==> src/sv/jts_pkg.sv <==
// Shared types and constants of the JSON token scanner.
// Holds token kinds, the token and token-bundle structs and position helpers.
// No dependencies.
package jts_pkg;

   // Width of the running byte position; offsets wrap at this width
   localparam int POS_BITS   = 32;
   // Width of token_start and token_length on the result channel
   localparam int OUT_BITS   = 32;
   // Most tokens that one byte can produce
   localparam int MAX_TOKENS = 3;
   localparam int CNT_BITS   = $clog2(MAX_TOKENS + 1);
   localparam int IDX_BITS   = $clog2(MAX_TOKENS);

   typedef logic [POS_BITS-1:0] pos_type;
   typedef logic [3:0]          kind_type;

   localparam kind_type KIND_COMMA      = 4'd0;
   localparam kind_type KIND_COLON      = 4'd1;
   localparam kind_type KIND_OBJ_OPEN   = 4'd2;
   localparam kind_type KIND_OBJ_CLOSE  = 4'd3;
   localparam kind_type KIND_ARR_OPEN   = 4'd4;
   localparam kind_type KIND_ARR_CLOSE  = 4'd5;
   localparam kind_type KIND_STRING     = 4'd6;
   localparam kind_type KIND_NUMBER     = 4'd7;
   localparam kind_type KIND_TRUE       = 4'd8;
   localparam kind_type KIND_FALSE      = 4'd9;
   localparam kind_type KIND_NULL       = 4'd10;
   localparam kind_type KIND_EOF        = 4'd11;
   localparam kind_type KIND_BAD_ESCAPE = 4'd12;
   localparam kind_type KIND_INCOMPLETE = 4'd13;
   localparam kind_type KIND_UNEXPECTED = 4'd14;

   typedef struct packed {
      kind_type            kind;
      logic [OUT_BITS-1:0] start;
      logic [OUT_BITS-1:0] length;
   } token_type;

   // All tokens produced by one byte, in order
   typedef struct packed {
      logic [CNT_BITS-1:0]              count;
      token_type [MAX_TOKENS-1:0]       tokens;
   } bundle_type;

   // Fit a position to the result field width
   function automatic logic [OUT_BITS-1:0] out_pos(pos_type p);
      return OUT_BITS'(p);
   endfunction

endpackage

==> src/sv/jts_req_if.sv <==
// Input channel of the JSON token scanner: one document byte per transfer.
// Depends on nothing but the valid/ready handshake convention.
interface jts_req_if;
   logic       valid;
   logic       ready;
   logic [7:0] text_byte;
   logic       final_byte;

   modport source (output valid, text_byte, final_byte, input ready);
   modport sink   (input valid, text_byte, final_byte, output ready);
endinterface

==> src/sv/jts_rsp_if.sv <==
// Result channel of the JSON token scanner: one token per transfer.
// Depends on jts_pkg for field widths.
interface jts_rsp_if;
   import jts_pkg::*;

   logic                valid;
   logic                ready;
   kind_type            token_kind;
   logic [OUT_BITS-1:0] token_start;
   logic [OUT_BITS-1:0] token_length;
   logic                run_end;

   modport source (output valid, token_kind, token_start, token_length, run_end,
                   input ready);
   modport sink   (input valid, token_kind, token_start, token_length, run_end,
                   output ready);
endinterface

==> src/sv/jts_scan_core.sv <==
// Lexer state and the per-byte step: mode, number grammar, escapes, literals.
// Produces the bundle of tokens for the presented byte. Depends on jts_pkg.
module jts_scan_core (
   input  logic               clock,
   input  logic               reset,
   input  logic               step,
   input  logic [7:0]         text_byte,
   input  logic               final_byte,
   output jts_pkg::bundle_type bundle
);
   import jts_pkg::*;

   typedef enum logic [2:0] {
      MODE_IDLE    = 3'd0,
      MODE_STRING  = 3'd1,
      MODE_NUMBER  = 3'd2,
      MODE_LITERAL = 3'd3,
      MODE_BADWORD = 3'd4,
      MODE_DRAIN   = 3'd5
   } mode_type;

   typedef logic [3:0] phase_type;
   localparam phase_type NP_START = 4'd0;
   localparam phase_type NP_SIGN1 = 4'd1;
   localparam phase_type NP_SIGN2 = 4'd2;
   localparam phase_type NP_ZERO  = 4'd3;
   localparam phase_type NP_DIG1  = 4'd4;
   localparam phase_type NP_DIG2  = 4'd5;
   localparam phase_type NP_DIG3  = 4'd6;
   localparam phase_type NP_DOT   = 4'd7;
   localparam phase_type NP_EXP   = 4'd8;
   localparam phase_type NP_BAD   = 4'd15;

   localparam logic [7:0] CH_QUOTE  = 8'h22;
   localparam logic [7:0] CH_BSLASH = 8'h5C;

   function automatic logic is_ws(logic [7:0] c);
      return c == 8'h20 || c == 8'h09 || c == 8'h0A || c == 8'h0D;
   endfunction

   function automatic logic is_dig(logic [7:0] c);
      return c >= "0" && c <= "9";
   endfunction

   function automatic logic is_hex(logic [7:0] c);
      return is_dig(c) || (c >= "a" && c <= "f") || (c >= "A" && c <= "F");
   endfunction

   function automatic logic is_delim(logic [7:0] c);
      return is_ws(c) || c == "," || c == "}" || c == "]";
   endfunction

   function automatic logic is_escape(logic [7:0] c);
      return c == CH_QUOTE || c == CH_BSLASH || c == "/" || c == "b" ||
             c == "f" || c == "n" || c == "r" || c == "t";
   endfunction

   function automatic logic accepting(phase_type ph);
      return ph == NP_ZERO || ph == NP_DIG1 || ph == NP_DIG2 || ph == NP_DIG3;
   endfunction

   // Number grammar transition
   function automatic phase_type number_next(phase_type ph, logic [7:0] c);
      logic      e;
      phase_type r;
      e = (c == "e" || c == "E");
      unique case (ph)
         NP_START: r = (c == "-") ? NP_SIGN1 :
                       (c == "0") ? NP_ZERO : (is_dig(c) ? NP_DIG1 : NP_BAD);
         NP_SIGN1: r = (c == "0") ? NP_ZERO : (is_dig(c) ? NP_DIG1 : NP_BAD);
         NP_SIGN2: r = is_dig(c) ? NP_DIG3 : NP_BAD;
         NP_ZERO:  r = (c == ".") ? NP_DOT : (e ? NP_EXP : NP_BAD);
         NP_DIG1:  r = (c == ".") ? NP_DOT :
                       (e ? NP_EXP : (is_dig(c) ? NP_DIG1 : NP_BAD));
         NP_DIG2:  r = e ? NP_EXP : (is_dig(c) ? NP_DIG2 : NP_BAD);
         NP_DIG3:  r = is_dig(c) ? NP_DIG3 : NP_BAD;
         NP_DOT:   r = is_dig(c) ? NP_DIG2 : NP_BAD;
         NP_EXP:   r = (c == "+" || c == "-") ? NP_SIGN2 :
                       (is_dig(c) ? NP_DIG3 : NP_BAD);
         default:  r = NP_BAD;
      endcase
      return r;
   endfunction

   // Literal words: 0 true, 1 false, 2 null
   function automatic logic [2:0] lit_len(logic [1:0] w);
      return (w == 2'd1) ? 3'd5 : 3'd4;
   endfunction

   function automatic logic [7:0] lit_char(logic [1:0] w, logic [2:0] i);
      logic [7:0] r;
      r = 8'h00;
      unique case (w)
         2'd0: unique case (i)
                  3'd0: r = "t";
                  3'd1: r = "r";
                  3'd2: r = "u";
                  3'd3: r = "e";
                  default: r = 8'h00;
               endcase
         2'd1: unique case (i)
                  3'd0: r = "f";
                  3'd1: r = "a";
                  3'd2: r = "l";
                  3'd3: r = "s";
                  3'd4: r = "e";
                  default: r = 8'h00;
               endcase
         2'd2: unique case (i)
                  3'd0: r = "n";
                  3'd1: r = "u";
                  3'd2: r = "l";
                  3'd3: r = "l";
                  default: r = 8'h00;
               endcase
         default: r = 8'h00;
      endcase
      return r;
   endfunction

   mode_type   mode_ff, mode_in;
   phase_type  phase_ff, phase_in;
   logic       esc_ff, esc_in;
   logic [2:0] hex_ff, hex_in;
   logic [1:0] lit_word_ff, lit_word_in;
   logic [2:0] lit_idx_ff, lit_idx_in;
   pos_type    pos_ff, pos_in;
   pos_type    origin_ff, origin_in;
   pos_type    resume_ff, resume_in;

   logic [CNT_BITS-1:0]        cnt;
   token_type [MAX_TOKENS-1:0] toks;
   logic                       run_idle;
   phase_type                  nx;
   logic [1:0]                 w;
   pos_type                    p;
   pos_type                    nxt;
   pos_type                    u;

   // Advance the lexer by one byte and collect the tokens it closes
   always_comb begin
      mode_in     = mode_ff;
      phase_in    = phase_ff;
      esc_in      = esc_ff;
      hex_in      = hex_ff;
      lit_word_in = lit_word_ff;
      lit_idx_in  = lit_idx_ff;
      origin_in   = origin_ff;
      resume_in   = resume_ff;
      cnt         = '0;
      toks        = '0;
      run_idle    = 1'b0;
      p           = pos_ff;
      nxt         = pos_ff + 1'b1;
      u           = '0;
      nx          = number_next(phase_ff, text_byte);
      w           = (lit_word_ff == 2'd3) ? 2'd0 : lit_word_ff;

      unique case (mode_ff)
         MODE_IDLE: run_idle = 1'b1;
         MODE_STRING: begin
            if (hex_ff != 3'd0) begin
               if (is_hex(text_byte)) begin
                  hex_in = hex_ff - 1'b1;
               end else begin
                  // report up to the u of the escape
                  u = p - pos_type'(3'd5 - hex_ff);
                  toks[cnt[IDX_BITS-1:0]] = '{KIND_BAD_ESCAPE, out_pos(origin_ff),
                                              out_pos(u - origin_ff)};
                  cnt = cnt + 1'b1;
                  mode_in = MODE_DRAIN;
               end
            end else if (esc_ff) begin
               esc_in = 1'b0;
               if (text_byte == "u") begin
                  hex_in = 3'd4;
               end else if (!is_escape(text_byte)) begin
                  toks[cnt[IDX_BITS-1:0]] = '{KIND_BAD_ESCAPE, out_pos(origin_ff),
                                              out_pos(p - origin_ff)};
                  cnt = cnt + 1'b1;
                  mode_in = MODE_DRAIN;
               end
            end else if (text_byte == CH_QUOTE) begin
               toks[cnt[IDX_BITS-1:0]] = '{KIND_STRING, out_pos(origin_ff),
                                           out_pos(p - origin_ff)};
               cnt = cnt + 1'b1;
               mode_in   = MODE_IDLE;
               resume_in = nxt;
            end else if (text_byte == CH_BSLASH) begin
               esc_in = 1'b1;
            end
         end
         MODE_NUMBER: begin
            if (nx != NP_BAD) begin
               phase_in = nx;
            end else if (accepting(phase_ff) && is_delim(text_byte)) begin
               // close the number, then handle the delimiter as between tokens
               toks[cnt[IDX_BITS-1:0]] = '{KIND_NUMBER, out_pos(origin_ff),
                                           out_pos(p - origin_ff)};
               cnt = cnt + 1'b1;
               resume_in = p;
               mode_in   = MODE_IDLE;
               run_idle  = 1'b1;
            end else begin
               toks[cnt[IDX_BITS-1:0]] = '{KIND_UNEXPECTED, out_pos(p), out_pos(pos_type'(1))};
               cnt = cnt + 1'b1;
               mode_in = MODE_DRAIN;
            end
         end
         MODE_LITERAL: begin
            if (lit_idx_ff < lit_len(w) && lit_char(w, lit_idx_ff) == text_byte) begin
               lit_idx_in = lit_idx_ff + 1'b1;
               if (lit_idx_in >= lit_len(w)) begin
                  toks[cnt[IDX_BITS-1:0]] = '{KIND_TRUE + kind_type'(w), out_pos(origin_ff),
                                              out_pos(pos_type'(lit_len(w)))};
                  cnt = cnt + 1'b1;
                  mode_in   = MODE_IDLE;
                  resume_in = nxt;
               end
            end else begin
               mode_in = MODE_BADWORD;
            end
         end
         default: ;
      endcase

      // Between tokens: skip whitespace, emit punctuation, open a token or flag a bad byte
      if (run_idle) begin
         if (is_ws(text_byte)) begin
            mode_in = MODE_IDLE;
         end else if (text_byte == "," || text_byte == ":" || text_byte == "{" ||
                      text_byte == "}" || text_byte == "[" || text_byte == "]") begin
            unique case (text_byte)
               ",":     toks[cnt[IDX_BITS-1:0]].kind = KIND_COMMA;
               ":":     toks[cnt[IDX_BITS-1:0]].kind = KIND_COLON;
               "{":     toks[cnt[IDX_BITS-1:0]].kind = KIND_OBJ_OPEN;
               "}":     toks[cnt[IDX_BITS-1:0]].kind = KIND_OBJ_CLOSE;
               "[":     toks[cnt[IDX_BITS-1:0]].kind = KIND_ARR_OPEN;
               default: toks[cnt[IDX_BITS-1:0]].kind = KIND_ARR_CLOSE;
            endcase
            toks[cnt[IDX_BITS-1:0]].start  = out_pos(p);
            toks[cnt[IDX_BITS-1:0]].length = out_pos(pos_type'(1));
            cnt = cnt + 1'b1;
            resume_in = nxt;
         end else if (text_byte == CH_QUOTE) begin
            mode_in   = MODE_STRING;
            origin_in = nxt;
            esc_in    = 1'b0;
            hex_in    = 3'd0;
         end else if (text_byte == "-" || is_dig(text_byte)) begin
            mode_in   = MODE_NUMBER;
            origin_in = p;
            phase_in  = number_next(NP_START, text_byte);
         end else if (text_byte == "t" || text_byte == "f" || text_byte == "n") begin
            mode_in     = MODE_LITERAL;
            lit_word_in = (text_byte == "t") ? 2'd0 : ((text_byte == "f") ? 2'd1 : 2'd2);
            lit_idx_in  = 3'd1;
            origin_in   = p;
         end else begin
            toks[cnt[IDX_BITS-1:0]] = '{KIND_UNEXPECTED, out_pos(p), out_pos(pos_type'(1))};
            cnt = cnt + 1'b1;
            mode_in = MODE_DRAIN;
         end
      end

      // Final byte: close what is open, then return to the reset state
      if (final_byte) begin
         unique case (mode_in)
            MODE_IDLE: begin
               toks[cnt[IDX_BITS-1:0]] = '{KIND_EOF, out_pos(resume_in),
                                           out_pos(nxt - resume_in)};
               cnt = cnt + 1'b1;
            end
            MODE_STRING: begin
               if (hex_in != 3'd0) begin
                  u = p - pos_type'(3'd4 - hex_in);
                  toks[cnt[IDX_BITS-1:0]] = '{KIND_BAD_ESCAPE, out_pos(origin_in),
                                              out_pos(u - origin_in)};
               end else begin
                  toks[cnt[IDX_BITS-1:0]] = '{KIND_INCOMPLETE, out_pos(origin_in),
                                              out_pos(nxt - origin_in)};
               end
               cnt = cnt + 1'b1;
            end
            MODE_NUMBER: begin
               if (accepting(phase_in)) begin
                  toks[cnt[IDX_BITS-1:0]] = '{KIND_NUMBER, out_pos(origin_in),
                                              out_pos(nxt - origin_in)};
                  cnt = cnt + 1'b1;
                  toks[cnt[IDX_BITS-1:0]] = '{KIND_EOF, out_pos(nxt), out_pos(pos_type'(0))};
               end else begin
                  toks[cnt[IDX_BITS-1:0]] = '{KIND_INCOMPLETE, out_pos(origin_in),
                                              out_pos(nxt - origin_in)};
               end
               cnt = cnt + 1'b1;
            end
            MODE_LITERAL: begin
               toks[cnt[IDX_BITS-1:0]] = '{KIND_INCOMPLETE, out_pos(origin_in),
                                           out_pos(nxt - origin_in)};
               cnt = cnt + 1'b1;
            end
            MODE_BADWORD: begin
               toks[cnt[IDX_BITS-1:0]] = '{KIND_UNEXPECTED, out_pos(origin_in),
                                           out_pos(nxt - origin_in)};
               cnt = cnt + 1'b1;
            end
            default: ;
         endcase
         mode_in     = MODE_IDLE;
         phase_in    = NP_START;
         esc_in      = 1'b0;
         hex_in      = 3'd0;
         lit_word_in = 2'd0;
         lit_idx_in  = 3'd0;
         pos_in      = '0;
         origin_in   = '0;
         resume_in   = '0;
      end else begin
         pos_in = nxt;
      end

      bundle.count  = cnt;
      bundle.tokens = toks;
   end

   // Hold lexer state; update on each input transfer
   always_ff @(posedge clock) begin
      if (reset) begin
         mode_ff     <= MODE_IDLE;
         phase_ff    <= NP_START;
         esc_ff      <= 1'b0;
         hex_ff      <= 3'd0;
         lit_word_ff <= 2'd0;
         lit_idx_ff  <= 3'd0;
         pos_ff      <= '0;
         origin_ff   <= '0;
         resume_ff   <= '0;
      end else if (step) begin
         mode_ff     <= mode_in;
         phase_ff    <= phase_in;
         esc_ff      <= esc_in;
         hex_ff      <= hex_in;
         lit_word_ff <= lit_word_in;
         lit_idx_ff  <= lit_idx_in;
         pos_ff      <= pos_in;
         origin_ff   <= origin_in;
         resume_ff   <= resume_in;
      end
   end

endmodule

==> src/sv/jts_emit.sv <==
// Result register of the JSON token scanner: holds one byte's tokens and
// hands them out one per transfer. Depends on jts_pkg and jts_rsp_if.
module jts_emit (
   input  logic                clock,
   input  logic                reset,
   input  logic                load,
   input  jts_pkg::bundle_type bundle,
   output logic                load_ready,
   jts_rsp_if.source           rsp
);
   import jts_pkg::*;

   logic [CNT_BITS-1:0]        left_ff, left_in;
   logic [IDX_BITS-1:0]        idx_ff, idx_in;
   token_type [MAX_TOKENS-1:0] toks_ff, toks_in;
   logic                       take;

   assign take       = rsp.valid && rsp.ready;
   // Accept a new bundle once the last held token leaves
   assign load_ready = (left_ff == '0) || (left_ff == CNT_BITS'(1) && rsp.ready);

   // Drive the current token
   assign rsp.valid        = (left_ff != '0);
   assign rsp.token_kind   = toks_ff[idx_ff].kind;
   assign rsp.token_start  = toks_ff[idx_ff].start;
   assign rsp.token_length = toks_ff[idx_ff].length;
   assign rsp.run_end      = (left_ff == CNT_BITS'(1));

   // Load a bundle or step to the next token
   always_comb begin
      left_in = left_ff;
      idx_in  = idx_ff;
      toks_in = toks_ff;
      if (load) begin
         left_in = bundle.count;
         idx_in  = '0;
         toks_in = bundle.tokens;
      end else if (take) begin
         left_in = left_ff - 1'b1;
         idx_in  = idx_ff + 1'b1;
      end
   end

   always_ff @(posedge clock) begin
      if (reset) begin
         left_ff <= '0;
         idx_ff  <= '0;
      end else begin
         left_ff <= left_in;
         idx_ff  <= idx_in;
      end
      toks_ff <= toks_in;
   end

endmodule

==> src/sv/json_token_scanner.sv <==
// Top level of the JSON token scanner: lexer step plus result register.
// Depends on jts_pkg, jts_req_if, jts_rsp_if, jts_scan_core and jts_emit.
//
//   channel   direction  payload                                     transfer
//   req_bus   in         text_byte[7:0], final_byte                  valid & ready
//   rsp_bus   out        token_kind[3:0], token_start[31:0],         valid & ready
//                        token_length[31:0], run_end
//
// One byte per cycle while each byte closes at most one token and rsp_bus does
// not stall; a byte that closes two or three tokens keeps req_bus.ready low
// until its last token is left; the result register sends one per unstalled cycle.
// The first token of a byte appears on rsp_bus the cycle after the byte transfers.
// Synchronous reset clears the lexer state and empties the result register.
// A stall on rsp_bus holds the current token; a new byte is still taken in the
// cycle that the last held token leaves.
module json_token_scanner (
   input  logic    clock,
   input  logic    reset,
   jts_req_if.sink   req_bus,
   jts_rsp_if.source rsp_bus
);
   import jts_pkg::*;

   bundle_type bundle;
   logic       load_ready;
   logic       step;

   assign req_bus.ready = load_ready;
   assign step          = req_bus.valid && load_ready;

   jts_scan_core u_scan_core (
      .clock      (clock),
      .reset      (reset),
      .step       (step),
      .text_byte  (req_bus.text_byte),
      .final_byte (req_bus.final_byte),
      .bundle     (bundle)
   );

   jts_emit u_emit (
      .clock      (clock),
      .reset      (reset),
      .load       (step),
      .bundle     (bundle),
      .load_ready (load_ready),
      .rsp        (rsp_bus)
   );

endmodule

==> src/flat_wrapper.sv <==
// flat-port wrapper written by rule: the top's interface ports become plain ports
module json_token_scanner_flat import jts_pkg::*;
  (clock, reset, req_bus_valid, req_bus_text_byte, req_bus_final_byte, req_bus_ready, rsp_bus_valid, rsp_bus_token_kind, rsp_bus_token_start, rsp_bus_token_length, rsp_bus_run_end, rsp_bus_ready);
  jts_req_if req_bus_i ();
  jts_rsp_if rsp_bus_i ();
  input  logic clock;
  input  logic reset;
  input wire logic [$bits(req_bus_i.valid)-1:0] req_bus_valid;
  input wire logic [$bits(req_bus_i.text_byte)-1:0] req_bus_text_byte;
  input wire logic [$bits(req_bus_i.final_byte)-1:0] req_bus_final_byte;
  output wire logic [$bits(req_bus_i.ready)-1:0] req_bus_ready;
  output wire logic [$bits(rsp_bus_i.valid)-1:0] rsp_bus_valid;
  output wire logic [$bits(rsp_bus_i.token_kind)-1:0] rsp_bus_token_kind;
  output wire logic [$bits(rsp_bus_i.token_start)-1:0] rsp_bus_token_start;
  output wire logic [$bits(rsp_bus_i.token_length)-1:0] rsp_bus_token_length;
  output wire logic [$bits(rsp_bus_i.run_end)-1:0] rsp_bus_run_end;
  input wire logic [$bits(rsp_bus_i.ready)-1:0] rsp_bus_ready;
  assign req_bus_i.valid = req_bus_valid;
  assign req_bus_i.text_byte = req_bus_text_byte;
  assign req_bus_i.final_byte = req_bus_final_byte;
  assign req_bus_ready = req_bus_i.ready;
  assign rsp_bus_valid = rsp_bus_i.valid;
  assign rsp_bus_token_kind = rsp_bus_i.token_kind;
  assign rsp_bus_token_start = rsp_bus_i.token_start;
  assign rsp_bus_token_length = rsp_bus_i.token_length;
  assign rsp_bus_run_end = rsp_bus_i.run_end;
  assign rsp_bus_i.ready = rsp_bus_ready;
  json_token_scanner u_core (.clock(clock), .reset(reset), .req_bus(req_bus_i), .rsp_bus(rsp_bus_i));
endmodule
==> config.mk <==
export PLATFORM = sky130hd
export DESIGN_NAME = json_token_scanner_flat
export DESIGN_NICKNAME = d
export VERILOG_FILES = /design/src/sv/jts_pkg.sv /design/src/sv/jts_req_if.sv /design/src/sv/jts_rsp_if.sv /design/src/sv/jts_scan_core.sv /design/src/sv/jts_emit.sv /design/src/sv/json_token_scanner.sv /design/src/flat_wrapper.sv
export SDC_FILE = /design/constraint.sdc
export NUM_CORES = 2
export LEC_CHECK = 0
export BUFFER_PORTS_ARGS = -buffer_cell sky130_fd_sc_hd__buf_2
export CAP_MARGIN = 0
export CORE_MARGIN = 4
export CORE_UTILIZATION = 40
export DETAILED_ROUTE_END_ITERATION = 6
export PLACE_DENSITY = 0.56
export SLEW_MARGIN = 20
export SYNTH_ARGS = -nofsm -noshare
export SYNTH_HDL_FRONTEND = slang
export SYNTH_SLANG_ARGS = --single-unit
==> constraint.sdc <==
create_clock -name clock -period 21.1 [get_ports clock]
set_input_delay 1.055 -clock clock [delete_from_list [all_inputs] [get_ports clock]]
set_output_delay 1.055 -clock clock [all_outputs]
set_load 0.005 [all_outputs]
==> flow_summary.yaml <==
placed_design:
  port_buffers: 83
  post-dp-hpwl_um: 104000
  dp_slack_ps: 12680
  placed_cell_area_um2: 31700
  place.gp.congestion: 1.02
synthesis:
  async_flop_share: 0
  syn_area_um2: 30200
  synth.most_common_cell: "nand2_1"
  synth_top_area_share: 0.203
  synth_top_cell_by_area: "edfxtp_1"
  synth_flop_cell: "edfxtp_1"
  synth.net_count: 3985
  ys_ff_latch: 320
  synth_commonest_cells: "365 x nand2_1, 308 x nor2_1, 307 x a21oi_1"
  syn_inst: 3726
  synth-edff-count: 204
  avgSynthCellArea_um2: 8.11
  ys_seq_area_frac: 0.279
  yosysWarnings: 0
  yosys.cell_types.count: 107
  synthTopCellsByArea: "edfxtp_1 20%, dfxtp_1 7.7%, ha_1 7.5%"
clocking:
  cts_hold_buf: 0
  cts_sinks: 320
  clk_pin_slew_worst_paths_ps: 60
  post-cts-setup-buffers: 0
  cts_tree: "built"
  cts_buffer_depth: 3
  cts-root-buf: "clkbuf_16"
  post_cts_resized: 0
  cts_buffers: 42
  htree_levels: 2
  clkLatencyLatePin_ps: 610
critical_path:
  rr_worst_depth: 25
  crit_fanout: 36
  cpLargestDelayFamily: "simple AND/OR/NAND/NOR gates"
  crit_slowest_cell: "o41ai_1"
  required_ps: 21430
  crit_buf_inv: 5
  setup.worst_path.start_class: "flip-flop"
  cp-endpoint: "u_core.u_emit.toks_ff[29]"
  r2r-start: "u_core.u_scan_core.mode_ff[0]"
  worst_path_largest_cell_delay_ps: 620
  r2r_end: "u_core.u_emit.toks_ff[29]"
  arrival_ps: 8480
  end_kind: "flip-flop"
  crit_start: "u_core.u_scan_core.mode_ff[0]"
  critical_path_class: "flip-flop to flip-flop"
  path_depth: 25
  r2r_slack_ps: 12950
routing:
  drc_errors: 51
  ant_nets: 0
  first_pass_iters: 7
  dr_total_vias: 31751
  drtIter0Drc: 4670
  drt_wl_total_um: 144000
  viasPerCell: 6.73
  wl_per_cell_um: 30.5
global_routing:
  antenna_found_initial: 8
  grt_pass1_vias: 29394
  grt_pass1_wl_um: 205000
  grt_max_degree: 78
  grt_util_all_layers: 0.343
  grt_overflow_total: 0
worst_hold_path:
  hold_class: "flip-flop to flip-flop"
  whs_path_depth: 2
layout:
  nFillCells: 7531
  drive_above_1_share: 0.0897
  final_cell_area_um2: 33200
  final_nets: 3973
  area_growth_pct: 9.75
  seqCellArea_um2: 8450
  multi_input_area_um2: 20100
power:
  swShare: 0.465
  p_sw_mw: 1.55
  pwr-share-comb: 0.500
  ir_worst_vdd_uv: 76.1
  leakagePower_nw: 12.4
  clkPwrFrac: 0.233
  power.density_nw_per_um2: 100
  p_int_mw: 1.78
  p_seq_frac: 0.266
die:
  core_um2: 74700
  rows: 100
  num_io_pins: 84
  die-area_um2: 80000
  fp.dieH_um: 283
  start_util: 0.405
  die_w_um: 283
timing:
  worst_slack_ps: 12950
  post-route-period-util: 0.386
  setup_violations: 0
  timing.setup.tns_ps: 0
  tightest_slew_ps: 1260
  rsz0062_at_grt: "no"
  finalMaxSlewViolations: 0
  max-slew-margin-rel: 0.152
  skew_ps: 28.6
  min_period_ps: 8150
  finalHoldViolations: 0
  fmax_mhz: 123
run_status:
  violations: "DRC"
  status: "finished with violations"
job:
  cap_violations: 0
flip-flops by register name (all words and copies together) (netlist names):
name and flops:
u_core.u_emit.left_ff 2, u_core.u_scan_core.mode_ff 3, u_core.u_scan_core.resume_ff 32, u_core.u_scan_core.origin_ff 32, u_core.u_emit.idx_ff 2, u_core.u_scan_core.p 32, u_core.u_scan_core.phase_ff 4, u_core.u_scan_core.esc_ff 1
u_core.u_scan_core.lit_idx_ff 3, u_core.u_emit.toks_ff 204, u_core.u_scan_core.lit_word_ff 2, u_core.u_scan_core.hex_ff 3
power groups by stage:
stage / clock network (mW) / registers [mW] / logic, mW
2_1_floorplan: 0 / 0.908 / 0.952
3_3_place_gp: 0 / 0.896 / 1.60
3_5_place_dp: 0 / 0.899 / 1.59
4_1_cts: 0.784 / 0.887 / 1.60
5_1_grt: 0.809 / 0.899 / 1.74
6_report: 0.777 / 0.888 / 1.67
kinds of logic (layout without fill, tap and decap cells):
logic type                 after synthesis  count (layout)  synth area share
AOI/OAI and AO/OA                     1337            1337             0.293
xor gates and xnor gates               176             176            0.0510
adders and majority gates              246             246             0.118
buffers and inverters                  474             495            0.0617
DFF                                    320             320             0.279
muxes                                   82              82            0.0275
other                                    0               4                 0
and+or+nand+nor                       1091            1091             0.170
how the worst min path moves through the flow:
| stage | from | to | slack, ps |
|---|---|---|---|
| after global placement | u_core.u_scan_core.resume_ff[11] | u_core.u_scan_core.resume_ff[11] | 430 |
| final | u_core.u_scan_core.resume_ff[27] | u_core.u_scan_core.resume_ff[27] | 460 |
| after CTS | u_core.u_scan_core.resume_ff[27] | u_core.u_scan_core.resume_ff[27] | 460 |
| after floorplan | u_core.u_scan_core.resume_ff[11] | u_core.u_scan_core.resume_ff[11] | 420 |
| after detailed placement | u_core.u_scan_core.resume_ff[27] | u_core.u_scan_core.resume_ff[27] | 450 |
| after global routing | u_core.u_scan_core.resume_ff[13] | u_core.u_scan_core.resume_ff[13] | 480 |
area by class of cell:
cell class | instances | area share
multi-input combinational | 2932 | 0.605
sequential | 320 | 0.255
tap | 969 | 0.0365
clock buffer | 48 | 0.0330
timing repair buffer | 166 | 0.0313
inverter | 252 | 0.0287
clock inverter | 29 | 0.0106
antenna | 4 | 0.000302
metal layers:
| layer | global-route usage | share of wire | vias to the layer above |
|---|---|---|---|
| met5 | 0 | 0.00019 | - |
| li1 | - | - | 13801 |
| met2 | 0.491 | 0.40 | 2279 |
| met4 | 0.168 | 0.060 | 4 |
| met3 | 0.110 | 0.13 | 502 |
| met1 | 0.466 | 0.40 | 15165 |
tightest hold or removal path, cell delays in order (launching register included):
cell,delay [ps]
dfxtp_1,330
nand2_1,40
o21ai_0,60
layout by cell type (no fill, tap or decap), drive strengths merged, types with 91 or more instances in the layout:
master  synthesis  layout
buf            59     166
nor3           91      91
edfxtp        204     204
xnor2         128     128
dfxtp         116     116
nand2         366     366
a21oi         308     308
nor2          311     311
ha            182     182
a221oi        106     106
a21o           92      92
inv           251     255
o21ai         313     313
o22ai          99      99
stage by stage:
stage,utilization,power [mW],std cells,hold WS [ps]
after floorplan,-,1.86,3726,425
after global placement,0.425,2.49,4639,435
after detailed placement,0.425,2.49,4639,446
after CTS,0.444,3.27,4716,460
after global routing,0.444,3.45,4716,481
final,0.444,3.33,4720,461
Power figures use the tool's default switching activity.
